### src/design/ole_pkg.sv
// types and codes shared by the ordered list engine
package ole_pkg;

  localparam int CAPACITY = 16;
  localparam int VALUE_W  = 32;
  localparam int POS_W    = 4;
  localparam int COUNT_W  = 5;

  typedef enum logic [2:0] {
    OP_PUSH_FRONT = 3'd0,
    OP_PUSH_BACK  = 3'd1,
    OP_INSERT_AT  = 3'd2,
    OP_POP_FRONT  = 3'd3,
    OP_POP_BACK   = 3'd4,
    OP_REMOVE_AT  = 3'd5,
    OP_FIND       = 3'd6,
    OP_DUMP       = 3'd7
  } op_t;

  typedef enum logic [1:0] {
    ST_OK    = 2'd0,
    ST_FULL  = 2'd1,
    ST_EMPTY = 2'd2,
    ST_RANGE = 2'd3
  } status_t;

  typedef logic [COUNT_W-1:0] count_t;

  typedef struct packed {
    op_t                       op;
    logic [POS_W-1:0]          position;
    logic signed [VALUE_W-1:0] value;
  } cmd_t;

  typedef struct packed {
    status_t                   status;
    logic                      found;
    count_t                    count;
    logic signed [VALUE_W-1:0] element;
    logic                      last;
  } result_t;

  // what a cell does at the next edge
  typedef enum logic [1:0] {
    ACT_HOLD  = 2'd0,
    ACT_LOAD  = 2'd1,
    ACT_LEFT  = 2'd2,
    ACT_RIGHT = 2'd3
  } cell_act_t;

endpackage

### src/design/ole_cell.sv
// one storage cell of the shifting list, with its own equality compare
module ole_cell (
  input  logic                               clk,
  input  ole_pkg::cell_act_t                 act,
  input  logic signed [ole_pkg::VALUE_W-1:0] load_val,
  input  logic signed [ole_pkg::VALUE_W-1:0] left_val,
  input  logic signed [ole_pkg::VALUE_W-1:0] right_val,
  input  logic signed [ole_pkg::VALUE_W-1:0] key,
  output logic signed [ole_pkg::VALUE_W-1:0] val,
  output logic                               match
);

  always_ff @(posedge clk) begin
    unique case (act)
      ole_pkg::ACT_HOLD:  val <= val;
      ole_pkg::ACT_LOAD:  val <= load_val;
      ole_pkg::ACT_LEFT:  val <= left_val;
      ole_pkg::ACT_RIGHT: val <= right_val;
    endcase
  end

  assign match = (val == key);

endmodule

### src/design/ordered_list_engine.sv
// top level of the ordered list engine: control, count and the row of cells
// every operation but dump: result registered at acceptance and strobed in the cycle after,
//   so a new transaction can start every cycle while the engine is not busy
// dump of n elements: busy until the last of its n results, which come on consecutive cycles;
//   the row rotates once through cell 0 and ends as it began
// synchronous reset empties the list (count zero); cell contents are not cleared
module ordered_list_engine (
  input  logic             clk,
  input  logic             rst,
  input  logic             start,
  output logic             busy,
  input  ole_pkg::cmd_t    cmd,
  output logic             done,
  output ole_pkg::result_t result
);

  localparam int CAPACITY = ole_pkg::CAPACITY;
  localparam int CW   = $clog2(CAPACITY + 1);
  localparam int CMPW = (CW > ole_pkg::POS_W) ? CW : ole_pkg::POS_W;

  typedef enum logic {S_IDLE, S_DUMP} state_t;

  state_t              state;
  logic [CW-1:0]       count;
  logic [CW-1:0]       dump_left;
  logic [CW-1:0]       count_next;

  logic                accept;
  logic [CMPW-1:0]     cnt_ext;
  logic [CMPW-1:0]     cnt_m1;
  logic [CMPW-1:0]     pos_ext;
  logic [CMPW-1:0]     sel_pos;
  logic                ins_en;
  logic                rem_en;
  logic                full;
  logic                empty;
  logic                found;
  ole_pkg::status_t    status;

  logic signed [ole_pkg::VALUE_W-1:0] cell_val [CAPACITY];
  logic [CAPACITY-1:0]                cell_match;
  logic [CAPACITY-1:0]                hit;
  ole_pkg::cell_act_t                 cell_act [CAPACITY];
  logic signed [ole_pkg::VALUE_W-1:0] load_val;

  assign busy    = (state == S_DUMP);
  assign accept  = start && !busy;
  assign cnt_ext = CMPW'(count);
  assign cnt_m1  = cnt_ext - CMPW'(1);
  assign pos_ext = CMPW'(cmd.position);
  assign full    = (count == CW'(CAPACITY));
  assign empty   = (count == '0);
  assign found   = |hit;

  // during a dump the head value wraps around to the tail
  assign load_val = busy ? cell_val[0] : cmd.value;

  always_comb begin
    ins_en     = 1'b0;
    rem_en     = 1'b0;
    sel_pos    = '0;
    status     = ole_pkg::ST_OK;
    count_next = count;
    unique case (cmd.op)
      ole_pkg::OP_PUSH_FRONT, ole_pkg::OP_PUSH_BACK, ole_pkg::OP_INSERT_AT: begin
        sel_pos = (cmd.op == ole_pkg::OP_PUSH_FRONT) ? '0 :
                  (cmd.op == ole_pkg::OP_PUSH_BACK)  ? cnt_ext : pos_ext;
        if (full) begin
          status = ole_pkg::ST_FULL;
        end else if (cmd.op == ole_pkg::OP_INSERT_AT && pos_ext >= cnt_ext) begin
          status = ole_pkg::ST_RANGE;
        end else begin
          ins_en     = 1'b1;
          count_next = count + CW'(1);
        end
      end
      ole_pkg::OP_POP_FRONT, ole_pkg::OP_POP_BACK, ole_pkg::OP_REMOVE_AT: begin
        sel_pos = (cmd.op == ole_pkg::OP_POP_FRONT) ? '0 :
                  (cmd.op == ole_pkg::OP_POP_BACK)  ? cnt_m1 : pos_ext;
        if (empty) begin
          status = ole_pkg::ST_EMPTY;
        end else if (cmd.op == ole_pkg::OP_REMOVE_AT && pos_ext >= cnt_ext) begin
          status = ole_pkg::ST_RANGE;
        end else begin
          rem_en     = 1'b1;
          count_next = count - CW'(1);
        end
      end
      ole_pkg::OP_FIND: begin
        status = ole_pkg::ST_OK;
      end
      ole_pkg::OP_DUMP: begin
        status = empty ? ole_pkg::ST_EMPTY : ole_pkg::ST_OK;
      end
    endcase
  end

  for (genvar i = 0; i < CAPACITY; i++) begin : g_cell
    localparam logic [CMPW-1:0] IDX = CMPW'(i);
    logic signed [ole_pkg::VALUE_W-1:0] left_val;
    logic signed [ole_pkg::VALUE_W-1:0] right_val;

    if (i == 0) begin : g_head
      assign left_val = '0;
    end else begin : g_mid_l
      assign left_val = cell_val[i-1];
    end
    if (i == CAPACITY - 1) begin : g_tail
      assign right_val = '0;
    end else begin : g_mid_r
      assign right_val = cell_val[i+1];
    end

    assign hit[i] = cell_match[i] && (IDX < cnt_ext);

    always_comb begin
      cell_act[i] = ole_pkg::ACT_HOLD;
      priority if (busy) begin
        // rotate toward the front, head goes to the tail
        if (IDX < cnt_m1) begin
          cell_act[i] = ole_pkg::ACT_RIGHT;
        end else if (IDX == cnt_m1) begin
          cell_act[i] = ole_pkg::ACT_LOAD;
        end
      end else if (accept && ins_en) begin
        if (IDX == sel_pos) begin
          cell_act[i] = ole_pkg::ACT_LOAD;
        end else if (IDX > sel_pos && IDX <= cnt_ext) begin
          cell_act[i] = ole_pkg::ACT_LEFT;
        end
      end else if (accept && rem_en) begin
        if (IDX >= sel_pos && IDX < cnt_m1) begin
          cell_act[i] = ole_pkg::ACT_RIGHT;
        end
      end
    end

    ole_cell u_cell (
      .clk       (clk),
      .act       (cell_act[i]),
      .load_val  (load_val),
      .left_val  (left_val),
      .right_val (right_val),
      .key       (cmd.value),
      .val       (cell_val[i]),
      .match     (cell_match[i])
    );
  end

  always_ff @(posedge clk) begin
    if (rst) begin
      state     <= S_IDLE;
      count     <= '0;
      dump_left <= '0;
      done      <= 1'b0;
    end else begin
      done <= 1'b0;
      unique case (state)
        S_IDLE: begin
          if (accept) begin
            count <= count_next;
            if (cmd.op == ole_pkg::OP_DUMP && !empty) begin
              state     <= S_DUMP;
              dump_left <= count;
            end else begin
              done           <= 1'b1;
              result.status  <= status;
              result.found   <= (cmd.op == ole_pkg::OP_FIND) && found;
              result.count   <= ole_pkg::count_t'(count_next);
              result.element <= '0;
              result.last    <= 1'b1;
            end
          end
        end
        S_DUMP: begin
          done           <= 1'b1;
          result.status  <= ole_pkg::ST_OK;
          result.found   <= 1'b0;
          result.count   <= ole_pkg::count_t'(count);
          result.element <= cell_val[0];
          result.last    <= (dump_left == CW'(1));
          dump_left      <= dump_left - CW'(1);
          if (dump_left == CW'(1)) begin
            state <= S_IDLE;
          end
        end
      endcase
    end
  end

endmodule

### config.mk
export PLATFORM = sky130hd
export DESIGN_NAME = ordered_list_engine
export DESIGN_NICKNAME = d
export VERILOG_FILES = /design/src/design/ole_pkg.sv /design/src/design/ole_cell.sv /design/src/design/ordered_list_engine.sv
export SDC_FILE = /design/constraint.sdc
export NUM_CORES = 1
export LEC_CHECK = 0
export BUFFER_PORTS_ARGS = -buffer_cell sky130_fd_sc_hd__buf_2
export CORE_UTILIZATION = 60
export DETAILED_ROUTE_END_ITERATION = 10
export PLACE_DENSITY = 0.81
export REMOVE_ABC_BUFFERS = 1
export SLEW_MARGIN = 30
export SYNTH_ARGS = -nofsm -noshare
export SYNTH_HDL_FRONTEND = slang
export SYNTH_HIERARCHICAL = 1
export SYNTH_SLANG_ARGS = --single-unit
export TNS_END_PERCENT = 20
### constraint.sdc
create_clock -name clk -period 12.15 [get_ports clk]
set_input_delay 0.6075 -clock clk [delete_from_list [all_inputs] [get_ports clk]]
set_output_delay 0.6075 -clock clk [all_outputs]
set_load 0.02 [all_outputs]
; ---- After elaboration in Yosys (flattened, before gate mapping)
; Cells that the tools add are included.
[word_totals]
reg_bits = 565
inputBits = 42
[classes]
add_sub_neg = 3
n_lt_le_gt_ge = 81
n_eq_ne = 106
mux = 180
bitwise_logic = 2
reduce_logical = 83
[ops]
columns = operator, n
row1 = $pmux 32 s3, 16
row2 = $eq 32x32->1, 16
row3 = $mux 2, 117
row4 = $mux 41, 2
row5 = $pmux 41 s2, 1
row6 = $eq 4x5->1 const A, 16
row7 = $lt 4x5->1 const A, 16
row8 = $eq 2x2->1 const B, 32
row9 = $logic_and 1x1->1, 55
row10 = $mux 5, 10
row11 = $eq 3x5->1 const A, 8
row12 = $ge 4x5->1 const A, 8
row13 = $gt 4x5->1 const A, 8
row14 = $le 4x5->1 const A, 8
row15 = $lt 3x5->1 const A, 8
row16 = $eq 2x1->1 const B, 16
row17 = $logic_not 2->1, 16
row18 = $mux 32, 1
row19 = $pmux 5 s2, 3
row20 = $mux 1, 27
row21 = $eq 2x5->1 const A, 4
row22 = $ge 3x5->1 const A, 4
row23 = $gt 3x5->1 const A, 4
row24 = $le 3x5->1 const A, 4
row25 = other kinds (28), 55

; ---- Logic depth before layout (Yosys ltp)
[depth]
word_depth = 12
depth_mapped = 16
depth_no_buf = 10

; ---- Hierarchy
; The synthesis kept the hierarchy.
[modules_own_cells]
columns = mod, n_inst, cells_per_inst, area_each_um2
row1 = ole_cell, 16, 183, 1986.9
row2 = ordered_list_engine, 1, 604, 5037.3

; ---- Worst setup path before layout
; No wires, ideal clock.
[synth_path]
path_type = reg-to-reg
startpoint = reg count[0], in the netlist cnt_ext[0]
endpoint = reg g_cell[4].u_cell/val[0] (netlist bit) (enable)
setup_ps = 375
t_arrival_ps = 3686
t_required_ps = 11775
slack_ps = 8090
stages_incl_launch_ff = 14
cell_sequence = dfxtp_1 clkbuf_1 clkbuf_1 inv_1 ha_1 or3b_2 a211oi_2 o22ai_1 nor4_1 o221ai_1 a32oi_1 buf_4 buf_6 or2_2
[synth_lines]
columns = element, line
row1 = "start, declared", ordered_list_engine.sv:24  ; logic [CW-1:0] count;
row2 = "start signal, assigned", ordered_list_engine.sv:161  ; count <= count_next;
row3 = "end signal, assigned", ole_cell.sv:15  ; ole_pkg::ACT_HOLD: val <= val;
row4 = "end signal, assigned", ole_cell.sv:16  ; ole_pkg::ACT_LOAD: val <= load_val;
row5 = "end signal, assigned", ole_cell.sv:17  ; ole_pkg::ACT_LEFT: val <= left_val;
row6 = "end, declared", ole_cell.sv:9  ; output logic signed [ole_pkg::VALUE_W-1:0] val,

==> impl_metrics.toml <==
[route]
wl_met3_um = 5800
drtIter0Drc = 2256
firstDrtPassIters = 6
viasPerCell = 6.29
wl_met2_um = 51100
m1WireLength_um = 37900
top_layer = "met5"
route.detailed.wl_per_inst_um = 22.7
wl_um = 99700
num_vias = 27600
drc = 0
ant_nets = 0

[worst_setup_path]
crit_path_frequent_cell = "or2_2"
crit_start = "cnt_ext[1]"
cp_top_family = "simple AND/OR/NAND/NOR gates"
cpMaxStageDelayCell = "dfxtp_1"
critPathKind = "flip-flop to flip-flop"
crit_fanout = 65
rr_endpoint = "g_cell[13].u_cell/val[23]"
critPathCapture = "g_cell[13].u_cell/val[23]"
critical_path_arrival_ns = 5.74
path_buf_inv = 2
endpoint_kind = "flip-flop"
worstRegToRegCells = 10
cp-start-kind = "flip-flop"
crit_required_ns = 12.40
critical_path_depth = 10
r2r_slack_ns = 6.66
cpPeakStageDelay_ns = 0.83
cp_cell_sequence = "inv_1, ha_1, or3b_2, a211oi_2, or2_2, and2_1, a21oi_1, o311ai_4, buf_4, or2_2"
reg2reg_from = "cnt_ext[1]"

[global_route]
grt_max_degree = 66
grt_pass1_wl_um = 155000
grt_pass1_vias = 27400
grt_usage = 0.314
antenna_found_initial = 4
grt.overflow.total = 0

[sta]
min_period_over_period = 0.451
slew_headroom = 0.275
finalHoldViolCount = 0
max_freq_mhz = 182
fin_skew_ns = 0.0223
setup_tns_ns = 0
worst_pin_slew_ns = 1.08
setup_viol_count_final = 0
fin_crit_ns = 5.49
finalMaxSlewViolations = 0
rsz0062_at_grt = "false"

[cts]
cts_tree = "done"
clkLatencyLatePin_ns = 0.64
clock-sinks = 565
post_cts_buffers = 0
numCtsBuffers = 59
clk_path_buf_depth = 3
h-tree-depth = 2
cts.clk_slew.worst_paths_ns = 0.07
hold_buffers = 0
root_buffer = "clkbuf_16"
cts-resized-gates = 0

[floorplan]
die_x_um = 250
core_area_mm2 = 0.0605
ios = 85
die_y_um = 250
start_util = 0.609
dieArea_mm2 = 0.0624
rows = 90

[logic_synthesis]
syn-cell-area_mm2 = 0.0368
ys.flop_type = "edfxtp_1"
synth_edf_count = 553
synthCells = 3532
async_reset_ff_frac = 0
syn_avg_cell_area_um2 = 10.4
ys_ff_latch = 565
synth_seq_area_share = 0.457
synth_cell_types = 89
yosysWarnings = 6

[final_layout]
design_area_mm2 = 0.0396
diodes = 0
syn_to_final_growth_pct = 7.64
finalNetCount = 3617
final_cell_mix = "nor2_1, edfxtp_1, a21oi_1"
fin_cells = 4390
final_common_cell = "nor2_1"
fillers = 4539
drive_above_1_share = 0.0862

[placement]
dp_hpwl_um = 71300
gp_congestion = 0.966
dp.cells = 4284
place_area_mm2 = 0.0378
port-buffer-count = 84

[pwr]
power.leakage_uw = 0.0135
power-per-cell-area_mw_per_mm2 = 180
ir_worst_vdd_mv = 0.115

[outcome]
status = "completed"

[worst_hold_path]
hp-class = "input pin to flip-flop"

[flow_run]
maxCapViolCount = 0
## routing by layer
layer  global-route usage  vias to the layer above
met2                0.560                     1159
met5                    0                        -
li1                     -                    12900
met4                0.160                        8
met1                0.367                    13100
met3               0.0439                      394
## tightest hold or removal path: stages
cell     delay, ns
buf_2         0.11
a21oi_1       0.11
nor2_1        0.09
## how the worst min path moves through the flow
| stage | from | endpoint | slack [ns] | depth (start not counted) |
|---|---|---|---|---|
| 2_1_floorplan | dump_left[4] | dump_left[4] | 0.48 | 1 |
| 3_3_place_gp | dump_left[4] | dump_left[4] | 0.50 | 1 |
| 3_5_place_dp | dump_left[4] | dump_left[4] | 0.50 | 1 |
| 4_1_cts | start | done | 0.32 | 3 |
| 5_1_grt | start | done | 0.33 | 3 |
| 6_report | start | done | 0.34 | 3 |
## sequential cells by signal, summed over array words and instances, names as in the netlist
register and count:
busy 1, result 41, cnt_ext 5, done 1, dump_left 5, g_cell.u_cell/val 512
## cell usage after synthesis (all sizes together), types with 34 or more instances
library cell    n  share of area
nor2          578          0.059
edfxtp        553           0.45
a21oi         545          0.074
mux2i         514           0.14
xor2          512           0.12
buf           147          0.030
nor4          130          0.022
clkbuf         72         0.0073
nand2          55         0.0056
o21ai          46         0.0063
and2           40         0.0068
nand4          36         0.0061
mux2           34          0.010
## final cells by class
cell class	count	area [um2]	area share
Inverter	14	52.6	0.00133
Timing Repair Buffer	126	736	0.0186
Sequential cell	565	16800	0.425
Multi-Input combinational cell	2797	19200	0.483
Tap cell	782	978	0.0247
Clock buffer	69	1540	0.0387
Clock inverter	37	338	0.00852
## where the power goes
part           internal, uW  switching (uW)
logic                   758            1380
clock network          1020             777
registers              2770             416
## per-stage QoR
| step | hold slack, ns | setup slack, ns | total power (uW) | utilization |
|---|---|---|---|---|
| floorplan | 0.476 | 4.64 | 4680 | - |
| global placement | 0.496 | 6.93 | 5220 | 0.625 |
| detailed placement | 0.499 | 6.83 | 5300 | 0.625 |
| CTS | 0.324 | 6.75 | 7100 | 0.656 |
| global route | 0.333 | 6.40 | 7440 | 0.656 |
| finish | 0.336 | 6.66 | 7120 | 0.656 |
## kinds of logic (layout without fill, tap and decap cells)
family / Yosys count / count (layout) / share of synthesized area
DFF: 565 / 565 / 0.457
other: 1 / 64 / 0.000102
xor gates and xnor gates: 515 / 515 / 0.122
AOI/OAI and AO/OA: 707 / 707 / 0.107
and+or+nand+nor: 951 / 951 / 0.120
muxes: 548 / 548 / 0.150
adders and majority gates: 12 / 12 / 0.00408
buffers and inverters: 233 / 246 / 0.0386
Power figures use the tool's default switching activity.
